<file path="config.mk">
export PLATFORM = sky130hd
export DESIGN_NAME = multi_range_bump_page_allocator_core
export DESIGN_NICKNAME = d
export VERILOG_FILES = /design/src/rtl/core/mrbpa_pkg.sv /design/src/rtl/core/mrbpa_ram.sv /design/src/rtl/core/mrbpa_ctrl.sv /design/src/rtl/core/mrbpa_dp.sv /design/src/rtl/core/multi_range_bump_page_allocator_core.sv
export SDC_FILE = /design/constraint.sdc
export NUM_CORES = 2
export LEC_CHECK = 0
export BUFFER_PORTS_ARGS = -buffer_cell sky130_fd_sc_hd__buf_2
export CAP_MARGIN = 25
export CORE_MARGIN = 3
export CORE_UTILIZATION = 55
export DETAILED_ROUTE_END_ITERATION = 8
export HOLD_SLACK_MARGIN = 0.02
export PLACE_DENSITY = 0.77
export SLEW_MARGIN = 20
export SYNTH_ARGS = -nofsm -noshare
export SYNTH_HDL_FRONTEND = slang
export SYNTH_SLANG_ARGS = --single-unit
</file>
<file path="constraint.sdc">
create_clock -name clk -period 9.45 [get_ports clk]
set_input_delay 0.4725 -clock clk [delete_from_list [all_inputs] [get_ports clk]]
set_output_delay 0.4725 -clock clk [all_outputs]
set_load 0.02 [all_outputs]
</file>
<file path="src/rtl/core/mrbpa_pkg.sv">
package mrbpa_pkg;

  localparam int MAX_RANGES_DEF = 8;
  localparam int FRAME_BITS_DEF = 40;
  localparam int FIELD_W        = 41;
  localparam int ADDR_W         = 52;
  localparam int PAGE_SHIFT     = 12;

  typedef enum logic [1:0] {
    CMD_LOAD  = 2'd0,
    CMD_ALLOC = 2'd1,
    CMD_SEAL  = 2'd2,
    CMD_READ  = 2'd3
  } cmd_t;

  typedef enum logic [1:0] {
    ST_OK     = 2'd0,
    ST_NOMEM  = 2'd1,
    ST_SEALED = 2'd2
  } status_t;

  // controller to datapath
  typedef struct packed {
    logic accept;
    logic do_load;
    logic do_seal;
    logic rd_idx;
    logic rd_scan;
    logic scan_step;
    logic commit;
    logic res_fail;
    logic res_sealed;
    logic res_zero;
    logic res_rd;
    logic push;
  } ctl_t;

  // datapath to controller
  typedef struct packed {
    cmd_t cmd;
    logic idx_ok;
    logic sealed;
    logic scan_empty;
    logic scan_last;
    logic fit;
    logic out_busy;
  } sts_t;

endpackage

</file>
<file path="src/rtl/core/mrbpa_ram.sv">
module mrbpa_ram #(
  parameter int W  = 8,
  parameter int D  = 8,
  parameter int AW = (D > 1) ? $clog2(D) : 1
) (
  input  logic          clk,
  input  logic          we,
  input  logic [AW-1:0] waddr,
  input  logic [W-1:0]  wdata,
  input  logic          re,
  input  logic [AW-1:0] raddr,
  output logic [W-1:0]  rdata
);

  logic [W-1:0] mem [D];
  logic [W-1:0] rdata_r;

  always_ff @(posedge clk) begin
    if (we) begin
      mem[waddr] <= wdata;
    end
    if (re) begin
      rdata_r <= mem[raddr];
    end
  end

  assign rdata = rdata_r;

endmodule

</file>
<file path="src/rtl/core/mrbpa_ctrl.sv">
module mrbpa_ctrl
  import mrbpa_pkg::*;
(
  input  logic clk,
  input  logic rst_n,
  input  logic in_valid,
  output logic in_ready,
  input  sts_t sts,
  output ctl_t ctl
);

  typedef enum logic [3:0] {
    S_IDLE = 4'b0001,
    S_DISP = 4'b0010,
    S_EVAL = 4'b0100,
    S_FIN  = 4'b1000
  } state_t;

  state_t state_r, state_nxt;

  always_ff @(posedge clk) begin
    if (!rst_n) begin
      state_r <= S_IDLE;
    end else begin
      state_r <= state_nxt;
    end
  end

  assign in_ready = (state_r == S_IDLE);

  always_comb begin
    state_nxt = state_r;
    ctl       = '0;
    case (state_r)
      S_IDLE: begin
        if (in_valid) begin
          ctl.accept = 1'b1;
          state_nxt  = S_DISP;
        end
      end
      S_DISP: begin
        case (sts.cmd)
          CMD_LOAD: begin
            ctl.do_load = 1'b1;
            state_nxt   = S_FIN;
          end
          CMD_SEAL, CMD_READ: begin
            ctl.do_seal = (sts.cmd == CMD_SEAL);
            if (sts.idx_ok) begin
              ctl.rd_idx = 1'b1;
              state_nxt  = S_EVAL;
            end else begin
              ctl.res_zero = 1'b1;
              state_nxt    = S_FIN;
            end
          end
          CMD_ALLOC: begin
            if (sts.sealed) begin
              ctl.res_sealed = 1'b1;
              state_nxt      = S_FIN;
            end else if (sts.scan_empty) begin
              ctl.res_fail = 1'b1;
              state_nxt    = S_FIN;
            end else begin
              ctl.rd_scan = 1'b1;
              state_nxt   = S_EVAL;
            end
          end
          default: begin
            state_nxt = S_FIN;
          end
        endcase
      end
      S_EVAL: begin
        if (sts.cmd == CMD_ALLOC) begin
          if (sts.fit) begin
            ctl.commit = 1'b1;
            state_nxt  = S_FIN;
          end else if (sts.scan_last) begin
            ctl.res_fail = 1'b1;
            state_nxt    = S_FIN;
          end else begin
            ctl.scan_step = 1'b1;
            ctl.rd_scan   = 1'b1;
          end
        end else begin
          ctl.res_rd = 1'b1;
          state_nxt  = S_FIN;
        end
      end
      S_FIN: begin
        if (!sts.out_busy) begin
          ctl.push  = 1'b1;
          state_nxt = S_IDLE;
        end
      end
      default: begin
        state_nxt = S_IDLE;
      end
    endcase
  end

endmodule

</file>
<file path="src/rtl/core/mrbpa_dp.sv">
module mrbpa_dp
  import mrbpa_pkg::*;
#(
  parameter int MAX_RANGES = MAX_RANGES_DEF,
  parameter int FRAME_BITS = FRAME_BITS_DEF
) (
  input  logic               clk,
  input  logic               rst_n,
  input  ctl_t               ctl,
  output sts_t               sts,
  input  logic               cfg_valid,
  input  logic [3:0]         cfg_active_ranges,
  input  logic [1:0]         in_cmd,
  input  logic [2:0]         in_range_index,
  input  logic [FIELD_W-1:0] in_start_frame,
  input  logic [FIELD_W-1:0] in_end_frame,
  input  logic [FIELD_W-1:0] in_page_count,
  output logic               out_valid,
  input  logic               out_ready,
  output logic [1:0]         out_status,
  output logic [ADDR_W-1:0]  out_base_address,
  output logic [FIELD_W-1:0] out_range_cursor_out,
  output logic [FIELD_W-1:0] out_used_pages
);

  localparam int CW = (FRAME_BITS + 1 < FIELD_W) ? FRAME_BITS + 1 : FIELD_W;
  localparam int AW = (MAX_RANGES > 1) ? $clog2(MAX_RANGES) : 1;
  localparam int XW = FIELD_W + 1;
  localparam logic [6:0] MAXR = 7'(MAX_RANGES);

  cmd_t               cmd_r;
  logic [2:0]         idx_r;
  logic [CW-1:0]      start_r;
  logic [CW-1:0]      end_r;
  logic [FIELD_W-1:0] cnt_r;
  logic [3:0]         j_r, j_nxt;
  logic [FIELD_W-1:0] used_r, used_nxt;
  logic               sealed_r;
  logic [3:0]         active_r;

  status_t            res_status_r;
  logic [ADDR_W-1:0]  res_base_r;
  logic [FIELD_W-1:0] res_cur_r;

  logic               out_valid_r;
  status_t            out_status_r;
  logic [ADDR_W-1:0]  out_base_r;
  logic [FIELD_W-1:0] out_cur_r;
  logic [FIELD_W-1:0] out_used_r;

  logic [6:0]    idx_w, act_w, rd_w, wr_w;
  logic [3:0]    n_act, rd_j, wr_j;
  logic          idx_ok;
  logic [AW-1:0] raddr, waddr;
  logic          re, st_we, cu_we;
  logic [CW-1:0] cu_wdata;
  logic [CW-1:0] start_q, cur_q;
  logic [XW-1:0] cur_x, start_x, cnt_x, lim_x, diff_x, nc_x, sum_x, end_x;
  logic [CW-1:0] new_cur;
  logic          fit;

  // slot selection
  assign idx_w  = {4'd0, idx_r};
  assign idx_ok = (idx_w < MAXR);
  assign act_w  = {3'd0, active_r};
  assign n_act  = (act_w > MAXR) ? MAXR[3:0] : active_r;
  assign j_nxt  = ctl.accept ? n_act : (ctl.scan_step ? 4'(j_r - 4'd1) : j_r);
  assign rd_j   = 4'(j_nxt - 4'd1);
  assign wr_j   = 4'(j_r - 4'd1);
  assign rd_w   = {3'd0, rd_j};
  assign wr_w   = {3'd0, wr_j};

  assign re       = ctl.rd_idx | ctl.rd_scan;
  assign raddr    = ctl.rd_idx ? idx_w[AW-1:0] : rd_w[AW-1:0];
  assign waddr    = ctl.do_load ? idx_w[AW-1:0] : wr_w[AW-1:0];
  assign st_we    = ctl.do_load & idx_ok;
  assign cu_we    = (ctl.do_load & idx_ok) | ctl.commit;
  assign cu_wdata = ctl.do_load ? end_r : new_cur;

  mrbpa_ram #(.W(CW), .D(MAX_RANGES), .AW(AW)) u_starts (
    .clk   (clk),
    .we    (st_we),
    .waddr (waddr),
    .wdata (start_r),
    .re    (re),
    .raddr (raddr),
    .rdata (start_q)
  );

  mrbpa_ram #(.W(CW), .D(MAX_RANGES), .AW(AW)) u_cursors (
    .clk   (clk),
    .we    (cu_we),
    .waddr (waddr),
    .wdata (cu_wdata),
    .re    (re),
    .raddr (raddr),
    .rdata (cur_q)
  );

  // fit check and carve
  assign cur_x   = {{(XW-CW){1'b0}}, cur_q};
  assign start_x = {{(XW-CW){1'b0}}, start_q};
  assign end_x   = {{(XW-CW){1'b0}}, end_r};
  assign cnt_x   = {1'b0, cnt_r};
  assign lim_x   = start_x + cnt_x;
  assign fit     = (cnt_r == '0) || (cur_x >= lim_x);
  assign diff_x  = cur_x - cnt_x;
  assign new_cur = diff_x[CW-1:0];
  assign nc_x    = {{(XW-CW){1'b0}}, new_cur};
  assign sum_x   = {1'b0, used_r} + cnt_x;
  assign used_nxt = sum_x[FIELD_W] ? '1 : sum_x[FIELD_W-1:0];

  always_ff @(posedge clk) begin
    if (!rst_n) begin
      active_r <= '0;
      sealed_r <= 1'b0;
      used_r   <= '0;
      j_r      <= '0;
    end else begin
      if (cfg_valid) begin
        active_r <= cfg_active_ranges;
      end
      if (ctl.do_load) begin
        sealed_r <= 1'b0;
        used_r   <= '0;
      end else if (ctl.do_seal) begin
        sealed_r <= 1'b1;
      end else if (ctl.commit) begin
        used_r <= used_nxt;
      end
      j_r <= j_nxt;
    end
  end

  always_ff @(posedge clk) begin
    if (ctl.accept) begin
      cmd_r   <= cmd_t'(in_cmd);
      idx_r   <= in_range_index;
      start_r <= in_start_frame[CW-1:0];
      end_r   <= in_end_frame[CW-1:0];
      cnt_r   <= in_page_count;
    end
    if (ctl.do_load) begin
      res_status_r <= ST_OK;
      res_base_r   <= '0;
      res_cur_r    <= idx_ok ? end_x[FIELD_W-1:0] : '0;
    end else if (ctl.res_zero) begin
      res_status_r <= ST_OK;
      res_base_r   <= '0;
      res_cur_r    <= '0;
    end else if (ctl.res_rd) begin
      res_status_r <= ST_OK;
      res_base_r   <= '0;
      res_cur_r    <= cur_x[FIELD_W-1:0];
    end else if (ctl.commit) begin
      res_status_r <= ST_OK;
      res_base_r   <= {nc_x[ADDR_W-PAGE_SHIFT-1:0], {PAGE_SHIFT{1'b0}}};
      res_cur_r    <= nc_x[FIELD_W-1:0];
    end else if (ctl.res_fail) begin
      res_status_r <= ST_NOMEM;
      res_base_r   <= '0;
      res_cur_r    <= '0;
    end else if (ctl.res_sealed) begin
      res_status_r <= ST_SEALED;
      res_base_r   <= '0;
      res_cur_r    <= '0;
    end
  end

  // output word register
  always_ff @(posedge clk) begin
    if (!rst_n) begin
      out_valid_r <= 1'b0;
    end else if (ctl.push) begin
      out_valid_r <= 1'b1;
    end else if (out_ready) begin
      out_valid_r <= 1'b0;
    end
  end

  always_ff @(posedge clk) begin
    if (ctl.push) begin
      out_status_r <= res_status_r;
      out_base_r   <= res_base_r;
      out_cur_r    <= res_cur_r;
      out_used_r   <= used_r;
    end
  end

  assign out_valid            = out_valid_r;
  assign out_status           = out_status_r;
  assign out_base_address     = out_base_r;
  assign out_range_cursor_out = out_cur_r;
  assign out_used_pages       = out_used_r;

  assign sts.cmd        = cmd_r;
  assign sts.idx_ok     = idx_ok;
  assign sts.sealed     = sealed_r;
  assign sts.scan_empty = (j_r == 4'd0);
  assign sts.scan_last  = (j_r == 4'd1);
  assign sts.fit        = fit;
  assign sts.out_busy   = out_valid_r & ~out_ready;

  a_commit_fits: assert property (@(posedge clk) disable iff (!rst_n)
    ctl.commit |-> fit)
    else $error("allocation committed on a slot without room");

  a_load_reopens: assert property (@(posedge clk) disable iff (!rst_n)
    ctl.do_load |=> (used_r == '0) && !sealed_r)
    else $error("load did not reopen the allocator");

  a_scan_bound: assert property (@(posedge clk) disable iff (!rst_n)
    {3'd0, j_r} <= MAXR)
    else $error("scan counter beyond slot count");

  a_push_free: assert property (@(posedge clk) disable iff (!rst_n)
    ctl.push |-> !(out_valid_r && !out_ready))
    else $error("result word overwritten while stalled");

endmodule

</file>
<file path="src/rtl/core/multi_range_bump_page_allocator_core.sv">
// Top-down bump page allocator over up to MAX_RANGES frame ranges held in two small RAMs
// (start and cursor per slot). Load answers without a RAM read; read and seal, for a valid
// index, go through one registered RAM read; allocate examines k slots, one per cycle from
// the highest active slot down (k is 1 to min(active_ranges, MAX_RANGES); a sealed
// allocator or no active slot answers without examining any slot).
// One word is worked on at a time; the next word is taken while a finished result still
// waits in the output register. cfg_active_ranges may be written only while the block is idle.
module multi_range_bump_page_allocator_core
  import mrbpa_pkg::*;
#(
  parameter int MAX_RANGES = MAX_RANGES_DEF,
  parameter int FRAME_BITS = FRAME_BITS_DEF
) (
  input  logic               clk,
  input  logic               rst_n,
  input  logic               cfg_valid,
  output logic               cfg_ready,
  input  logic [3:0]         cfg_active_ranges,
  input  logic               in_valid,
  output logic               in_ready,
  input  logic [1:0]         in_cmd,
  input  logic [2:0]         in_range_index,
  input  logic [FIELD_W-1:0] in_start_frame,
  input  logic [FIELD_W-1:0] in_end_frame,
  input  logic [FIELD_W-1:0] in_page_count,
  output logic               out_valid,
  input  logic               out_ready,
  output logic [1:0]         out_status,
  output logic [ADDR_W-1:0]  out_base_address,
  output logic [FIELD_W-1:0] out_range_cursor_out,
  output logic [FIELD_W-1:0] out_used_pages
);

  ctl_t ctl;
  sts_t sts;

  assign cfg_ready = 1'b1;

  mrbpa_ctrl u_ctrl (
    .clk      (clk),
    .rst_n    (rst_n),
    .in_valid (in_valid),
    .in_ready (in_ready),
    .sts      (sts),
    .ctl      (ctl)
  );

  mrbpa_dp #(
    .MAX_RANGES (MAX_RANGES),
    .FRAME_BITS (FRAME_BITS)
  ) u_dp (
    .clk                  (clk),
    .rst_n                (rst_n),
    .ctl                  (ctl),
    .sts                  (sts),
    .cfg_valid            (cfg_valid),
    .cfg_active_ranges    (cfg_active_ranges),
    .in_cmd               (in_cmd),
    .in_range_index       (in_range_index),
    .in_start_frame       (in_start_frame),
    .in_end_frame         (in_end_frame),
    .in_page_count        (in_page_count),
    .out_valid            (out_valid),
    .out_ready            (out_ready),
    .out_status           (out_status),
    .out_base_address     (out_base_address),
    .out_range_cursor_out (out_range_cursor_out),
    .out_used_pages       (out_used_pages)
  );

endmodule
</file>
==> metrics.txt <==
main combinational cell family by area after synthesis=multiplexers; post-layout min period=8.79 ns; clk sinks=1128; register area share after synthesis=0.681; post-DP HPWL=77000 um; clock tree root driver cell=clkbuf_16; Achievable Freq=114 MHz; total number of vias=between 20000 and 30000; initial antenna violation count=2; Syn Inst Count=2985; outcome=completed; Port Buffers=262; DR iter-0 viols=about 3100; Core Box Area=0.0869 mm^2; TritonCTS clock tree=built; critical path peak fanout=22; Final nets=3746; Syn Area/Cell=16.2 um^2; routed wire length=123000 um; Clock Skews=0.0751 ns; maximum vdd drop=0.174 mV; Finished Core Util=0.650; RSZ-0062 raised after global routing=false; compound-gate portion of the synthesized area=0.0731; Worst Max-Slew Pin Slew=just over 1 ns; P_leak=20.7 nW; xor/xnor share of the synthesized area=0.0209; Worst Path Arrival=9.23 ns; setup TNS=0 ns; fillers=5760; Min-Delay Path Class=input port to register; Die H=302 um; Critical-path top delay cell=or4_4; leading cell type in the layout, fill and taps excluded=edfxtp_1; Synth Cell Area=0.0483 mm^2; share of layout cells above drive strength 1=0.203; total clock buffers created by CTS=110; maxcap violations=0; die width=302 um; drt pass-1 iters=6; Most Frequent Cell on Critical Path=a21oi_1; post-synthesis mux area share=0.106; drc violations=0; placed cells=~4400; remaining antenna violation count=0; power per standard cell area=just over 200 mW/mm^2; FF+latch count, synth=1128; largest net degree at the start of global routing=81; Syn. warnings=0; Final period util=0.930; Pint=0.00896 W; mean routed wirelength per cell=26.1 um; num ports=276; commonest cells after routing, fill and taps aside=edfxtp_1 (1031), buf_2 (262), nand2_1 (243), a21oi_1 (194), ha_1 (166); Post-synth top flop=edfxtp_1; area grow syn2layout=16.9%; first-pass GRT wire length=180000 um; Net Sw Power=between 0.002 and 0.003 W; GP Congestion=roughly 0.90; adder-cell share of the synthesized area=0.0443; Post-CTS Setup Inserts=0; grt ovf=0; number of placement rows=roughly 110; Fin. Hold Viols=0; number of global-route vias before repair=28900; Clock Power Share=0.403; Setup Viol. Count Final=0; Total GRT Usage=0.268; switching part of the total=0.229; htree depth=3; Comb pwr share=0.103; library cells used by synthesis=85; Multi-input gate area=0.0147 mm^2; Worst-path clk slew=around 0.07 ns; Longest Clk Path Bufs=3; Final Non-Filler Cells=roughly 4700; Post-synth ARST share=0; Req. time, crit path=9.89 ns; Largest regs=u_dp.u_cursors.mem: 328 flops, u_dp.u_starts.mem: 328 flops; sequential fraction of design power=0.494; Max-slew headroom=0.321; CP Class=register to register; Setup crit end kind=register; Vias/cell=around 6; total die area=0.0914 mm^2; Synth Area in Simple Gates=0.0544; CP Launch Type=register; Initial Util=0.556; register area=roughly 0.033 mm^2; Skew-Pair Late Insertion Delay=0.70 ns; final max-slew violation count=0; Post-synth EDFFs=1031; largest stage delay on the critical path=0.61 ns
## cells by family (layout without fill, tap and decap cells)
| kind of cell | count (synthesis) | count (layout) |
|---|---|---|
| adder cells (fa/ha/maj) | 169 | 169 |
| XOR/XNOR | 113 | 113 |
| buffers and inverters | 195 | 736 |
| multiplexers | 254 | 254 |
| AO/OA/AOI/OAI | 564 | 565 |
| flip-flops | 1128 | 1128 |
| AND/OR/NAND/NOR | 560 | 560 |
| other | 2 | 14 |
## path summary, 6_finish.rpt
kind / start / endpoint / slack [ns] / cells after the start
worst min-delay path: in_page_count[0] / u_dp.cnt_r[0] / 0.07 / 1
worst max-delay path: u_dp.cnt_r[0] / u_dp.u_cursors.rdata[40] / 0.66 / 31
worst max register to register: u_dp.cnt_r[0] / u_dp.u_cursors.rdata[40] / 0.66 / 31
worst min register to register: u_dp.res_cur_r[8] / u_dp.out_range_cursor_out[8] / 0.42 / 0
## cell type report
cell class                      count  area share
Antenna cell                        1   0.0000443
Clock buffer                      149      0.0548
Clock inverter                     61      0.0156
Inverter                           82     0.00554
Multi-Input combinational cell   1674       0.260
Sequential cell                  1128       0.583
Tap cell                         1155      0.0256
Timing Repair Buffer              444      0.0558
## through the flow
stage	power (W)	setup slack, ns	area [um^2]	hold WS (ns)
floorplan	0.00662	0.624	48300	0.400
global placement	0.00694	0.883	51100	0.404
detailed placement	0.00697	0.557	51200	0.405
CTS	0.0117	0.515	56400	0.0331
global route	0.0120	0.106	56400	0.0593
finish	0.0116	0.665	56400	0.0743
## Yosys cell counts, types with 8 or more instances
master	number	area share
a211o_1	8	0.0015
a211oi_1	12	0.0019
a21o_1	62	0.0096
a21oi_1	194	0.020
a221o_1	11	0.0023
a22oi_1	8	0.0012
a31oi_1	17	0.0022
and2_1	10	0.0013
and3_1	17	0.0022
buf_12	9	0.0037
buf_2	18	0.0019
buf_4	14	0.0022
clkbuf_1	63	0.0049
dfxtp_1	97	0.040
edfxtp_1	1031	0.64
ha_1	166	0.043
inv_1	82	0.0064
mux2_1	18	0.0042
mux2_4	62	0.019
mux2i_1	9	0.0019
mux4_1	56	0.030
mux4_2	106	0.049
nand2_1	243	0.019
nand2b_1	29	0.0038
nand3_1	50	0.0052
nand4_1	11	0.0014
nor2_1	90	0.0070
nor2b_1	24	0.0031
nor3_1	37	0.0038
nor4_1	10	0.0013
o21a_1	26	0.0040
o21ai_0	130	0.013
o21bai_1	18	0.0028
xnor2_1	59	0.011
xor2_1	53	0.0096
## worst max-delay path: cells and delay by family (launching register included)
kind | cells | cell delay (ns)
multiplexers | 2 | 0.62
flip-flops | 1 | 0.46
buffers and inverters | 1 | 0.34
XOR/XNOR | 2 | 0.37
AO/OA/AOI/OAI | 18 | 4.39
adder cells (fa/ha/maj) | 4 | 1.16
AND/OR/NAND/NOR | 4 | 1.15
## metal layers
layer / part of all wire / track usage / wire length, um
met5: 0 / 0 / 0
met4: 0.048 / 0.121 / 5850
met3: 0.090 / 0.0428 / 11000
met2: 0.47 / 0.428 / 57900
met1: 0.39 / 0.367 / 47800
## power groups by stage
| stage | clock network, W | logic, W | registers, W |
|---|---|---|---|
| after floorplan | 0 | 0.000834 | 0.00578 |
| after global placement | 0 | 0.00110 | 0.00584 |
| after detailed placement | 0 | 0.00113 | 0.00584 |
| after CTS | 0.00475 | 0.00119 | 0.00574 |
| after global routing | 0.00494 | 0.00130 | 0.00574 |
| final | 0.00469 | 0.00120 | 0.00574 |
## what timing repair did
| item | 4_1_cts | 5_1_grt |
|---|---|---|
| resized for setup | 0 | 3 |
| hold endpoints to repair | 128 | 0 |
| setup endpoints to repair | 0 | 82 |
| hold buffers | 128 | 0 |
No activity file was read; power rests on OpenSTA's default activity.
